**src/sv/evm_pkg.sv**
```systemverilog
// Shared types and fixed-point helpers for the Euler Y-X-Z view matrix block.
package evm_pkg;

   localparam int ONE_Q14 = 16384;

   typedef logic signed [15:0] q14_type;
   typedef logic signed [29:0] q28_type;
   typedef logic signed [44:0] q42_type;

   typedef struct packed {
      q14_type m0;
      q14_type m1;
      q14_type m2;
      q14_type m3;
      q14_type m4;
      q14_type m5;
      q14_type m6;
      q14_type m7;
      q14_type m8;
   } mat_type;

   // Clamp a value already at Q14 scale to [-1.0, +1.0].
   function automatic q14_type lim14(input logic signed [31:0] v);
      q14_type res;
      if (v > 32'sd16384) begin
         res = 16'sd16384;
      end else if (v < -32'sd16384) begin
         res = -16'sd16384;
      end else begin
         res = v[15:0];
      end
      return res;
   endfunction

   // Product of two Q14 values rounded back to Q14.
   function automatic q14_type round28(input q28_type v);
      logic signed [30:0] s;
      s = 31'(v) + 31'sd8192;
      return lim14(32'(s >>> 14));
   endfunction

   // Exact Q42 sum rounded to Q14.
   function automatic q14_type round42(input q42_type v);
      logic signed [45:0] s;
      logic signed [45:0] sh;
      s  = 46'(v) + 46'sd134217728;
      sh = s >>> 28;
      return lim14(sh[31:0]);
   endfunction

endpackage

```
**src/sv/evm_sine.sv**
```systemverilog
// Four-stage pipelined polynomial sine of a 16-bit phase.
module evm_sine
   import evm_pkg::*;
(
   input  logic        clock,
   input  logic [3:0]  en,
   input  logic [15:0] phase,
   output q14_type     y
);
   logic [14:0] x_in, x0_ff, x1_ff, x2_ff;
   logic [14:0] sq_in, sq0_ff, sq1_ff;
   logic        n0_ff, n1_ff, n2_ff;
   logic [15:0] t1_in, t1_ff;
   logic [16:0] t2_in, t2_ff;
   logic [29:0] xx;
   logic [27:0] m1;
   logic [30:0] m2;
   logic [31:0] m3;
   logic [15:0] yv;
   q14_type     y_in, y_ff;

   always_comb begin
      // Fold the quadrant so the polynomial only sees the first quarter turn.
      x_in  = phase[14] ? 15'(15'd16384 - {1'b0, phase[13:0]}) : {1'b0, phase[13:0]};
      xx    = 30'(x_in) * 30'(x_in);
      sq_in = 15'((xx + 30'd8192) >> 14);
      m1    = 28'(sq0_ff) * 28'd4639;
      t1_in = 16'(28'd42047 - ((m1 + 28'd8192) >> 14));
      m2    = 31'(t1_ff) * 31'(sq1_ff);
      t2_in = 17'(31'd102944 - ((m2 + 31'd8192) >> 14));
      m3    = 32'(t2_ff) * 32'(x2_ff);
      yv    = 16'((m3 + 32'd32768) >> 16);
      if (yv > 16'd16384) begin
         yv = 16'd16384;
      end
      y_in = n2_ff ? -$signed(yv) : $signed(yv);
   end

   always_ff @(posedge clock) begin
      if (en[0]) begin
         x0_ff  <= x_in;
         sq0_ff <= sq_in;
         n0_ff  <= phase[15];
      end
      if (en[1]) begin
         x1_ff  <= x0_ff;
         sq1_ff <= sq0_ff;
         n1_ff  <= n0_ff;
         t1_ff  <= t1_in;
      end
      if (en[2]) begin
         x2_ff <= x1_ff;
         n2_ff <= n1_ff;
         t2_ff <= t2_in;
      end
      if (en[3]) begin
         y_ff <= y_in;
      end
   end

   assign y = y_ff;
endmodule

```
**config.mk**
```make
export PLATFORM = sky130hd
export DESIGN_NAME = evm_sine
export DESIGN_NICKNAME = d
export VERILOG_FILES = /design/src/sv/evm_pkg.sv /design/src/sv/evm_sine.sv
export SDC_FILE = /design/constraint.sdc
export NUM_CORES = 2
export LEC_CHECK = 0
export ABC_AREA = 1
export BUFFER_PORTS_ARGS = -buffer_cell sky130_fd_sc_hd__buf_2
export CAP_MARGIN = 20
export CELL_PAD_IN_SITES_DETAIL_PLACEMENT = 0
export CELL_PAD_IN_SITES_GLOBAL_PLACEMENT = 2
export CORE_ASPECT_RATIO = 1.5
export CORE_MARGIN = 10
export CORE_UTILIZATION = 45
export CTS_CLUSTER_SIZE = 28
export DETAILED_ROUTE_END_ITERATION = 10
export PLACE_DENSITY_LB_ADDON = 0.1
export SYNTH_ARGS = -nofsm -noshare
export SYNTH_HDL_FRONTEND = slang
export SYNTH_SLANG_ARGS = --single-unit
export TNS_END_PERCENT = 50
```
**constraint.sdc**
```tcl
create_clock -name clock -period 13.95 [get_ports clock]
set_input_delay 0.6975 -clock clock [delete_from_list [all_inputs] [get_ports clock]]
set_output_delay 0.6975 -clock clock [all_outputs]
set_load 0.02 [all_outputs]
```
==> impl_metrics.toml <==
[finish]
fin_nets = 4765
multiInputGateArea_sq_mm = 0.0236
layout-drive-gt1-share_pct = 3.25
regArea_sq_mm = 0.00381
post-route-util_pct = 47.5
num-fill-cells = 6979
areaGrowthSynthToFinish_pct = 5.10

[synthesis]
postSynthAreaPerCell_sq_um = 8.33
synth_area_leader_cell = "fa_1"
ys_types = 48
synthTopCellsByArea = "fa_1, ha_1, edfxtp_1"
synthDominantCellAreaShare_pct = 36.0
ys_seq_area_share_pct = 12.1
ys_ff_latch = 127
ys_dominant_reg_cell = "edfxtp_1"
async_flop_share_pct = 0
synth_edf_count = 127
yosysWarningCount = 0
synth.cell_area_sq_mm = 0.0316
synth_cells = 3793

[timing]
fin_crit_sh_pct = 58.8
fmax_mhz = 122
drv_slew = 0
finalCriticalPeriod_ns = 8.21
setup_viol = 0
tightest_slew_ns = 0.948
slew_headroom_pct = 36.8
finalClockSkew_ns = 0.0188
tns_ns = 0
holdWs_ns = 0.410
rsz0062_at_grt = "false"
hold_viol = 0

[hold_path]
hp-class = "input port to register"

[clock_network]
insertion_delay_ns = 0.48
h-tree-depth = 4
cts_tree = "yes"
hold_buffers = 0
clk_pin_slew_ns = 0.06
post_cts_buffers = 0
cts_buffers = 17
root_buffer = "clkbuf_16"
cts_resized = 0
cts.path.max_buffers = 2
cts_sinks = 127

[routing]
num_vias = 23400
drt_iter0_markers = 856
ant_nets = 0
wire_per_inst_microns = 17.7
drt-total-wl_microns = 82900
vias_per_cell = 4.98
drt_first_pass_iters = 5
drc_errors = 0

[grt]
grt-ovfl-total = 0
grt_start_max_net_pins = 48
grt_pass1_wl_microns = 135000
grt_usage_pct = 21.1
antenna_found_initial = 0
grt_pass1_vias = 25700

[floorplanning]
core_sq_mm = 0.0700
die_h_microns = 345
rows = 119
initial_core_util_pct = 45.2
die_width_microns = 236
boundaryPins = 37
die_area_sq_mm = 0.0815

[worst_setup_path]
start_kind = "input port"
slowest_stage = "fa_1"
critPathArrivalTime_ns = 8.43
worstSetupEndpointType = "register"
slowest_delay_ns = 0.55
path_class = "input port to register"
crit_top_cell = "nand2_1"
path_max_fanout = 10
worstPathRequired_ns = 14.17

[run]
maxCapViolCount = 0

[run_status]
status = "completed"

[placement]
dp_hpwl_microns = 70400
gp_congestion = 0.863
portBuffers = 36
## kinds of logic after synthesis
group	after synthesis	share of synthesized area [%]
other	2	0.0238
buffers and inverters	1116	13.3
flip-flops	127	12.1
AO/OA/AOI/OAI	236	4.30
AND/OR/NAND/NOR	1260	16.0
adder cells (fa/ha/maj)	976	52.1
XOR/XNOR	76	2.18
## per-stage QoR
step           worst slack [ns]  instances  cell area [sq um]
2_1_floorplan              6.50       3801              31600
3_3_place_gp               5.34       4656              32700
3_5_place_dp               5.21       4656              32700
4_1_cts                    5.75       4688              33200
5_1_grt                    5.06       4688              33200
6_report                   5.74       4690              33200
## cell type report
type / count / area share (%)
multi-input combinational: 2558 / 71.1
inverter: 1014 / 11.5
timing repair buffer: 50 / 0.859
tap: 907 / 3.42
sequential: 127 / 11.5
antenna: 2 / 0.0151
clock buffer: 17 / 1.28
clock inverter: 15 / 0.407
## per-layer routing
metal	GRT usage, %	vias to the layer above	wire, microns
met5	0	-	0
met4	7.99	0	2750
met3	1.99	102	1720
met2	42.6	326	48100
met1	21.8	11700	30400
li1	-	11200	-
## cell usage after synthesis, types with 5 or more instances
cell      instances
nor3_1           21
o21ai_1           6
or2_2             6
edfxtp_1        127
o21ai_2           7
clkbuf_1         95
nand3b_1         10
o21bai_1         16
xnor2_1          28
ha_1            408
o21ai_0          49
o21a_1            8
nand4_1          25
clkinv_1          8
inv_1          1003
nand2_2          12
fa_1            568
xor2_1           45
a31oi_1          10
o211ai_1          6
nor2_1          168
a21oi_1         113
nand2_1         924
nand3_1          78
a21o_1           11
nor2_2            5
## critical path: cells and delay by family
kind                     cells  cell delay [ns]
AO/OA/AOI/OAI                3             1.06
XOR/XNOR                     1             0.07
adder cells (fa/ha/maj)      8             3.51
buffers and inverters        8             1.05
AND/OR/NAND/NOR             17             2.03
## layout by cell type (no fill, tap or decap), types with 21 or more instances in the layout
cell / netlist / routed
fa_1: 568 / 568
edfxtp_1: 127 / 127
inv_1: 1003 / 1003
o21ai_0: 49 / 49
nand2_1: 924 / 924
xor2_1: 45 / 45
a21oi_1: 113 / 113
ha_1: 408 / 408
nor2_1: 168 / 168
nand4_1: 25 / 25
nor3_1: 21 / 21
xnor2_1: 28 / 28
nand3_1: 78 / 78
buf_2: 2 / 36
## registers in the layout (all words and copies together) (netlist names), 15 cells and up
name	flops
x2_ff	15
t2_ff	17
y	16
x0_ff	15
t1_ff	16
sq1_ff	15
sq0_ff	15
x1_ff	15
## worst paths after layout
path / slack [ns] / end / start / depth (start not counted)
hold / removal: 0.41 / n0_ff / phase[15] / 1
setup reg to reg: 6.25 / y[12] / x2_ff[7] / 25
hold reg to reg: 0.41 / n1_ff / n0_ff / 0
setup / recovery: 5.74 / sq0_ff[12] / phase[0] / 37
Power is not shown: default switching activity piles up to over one toggle a cycle in this logic, so the estimate is an artifact.
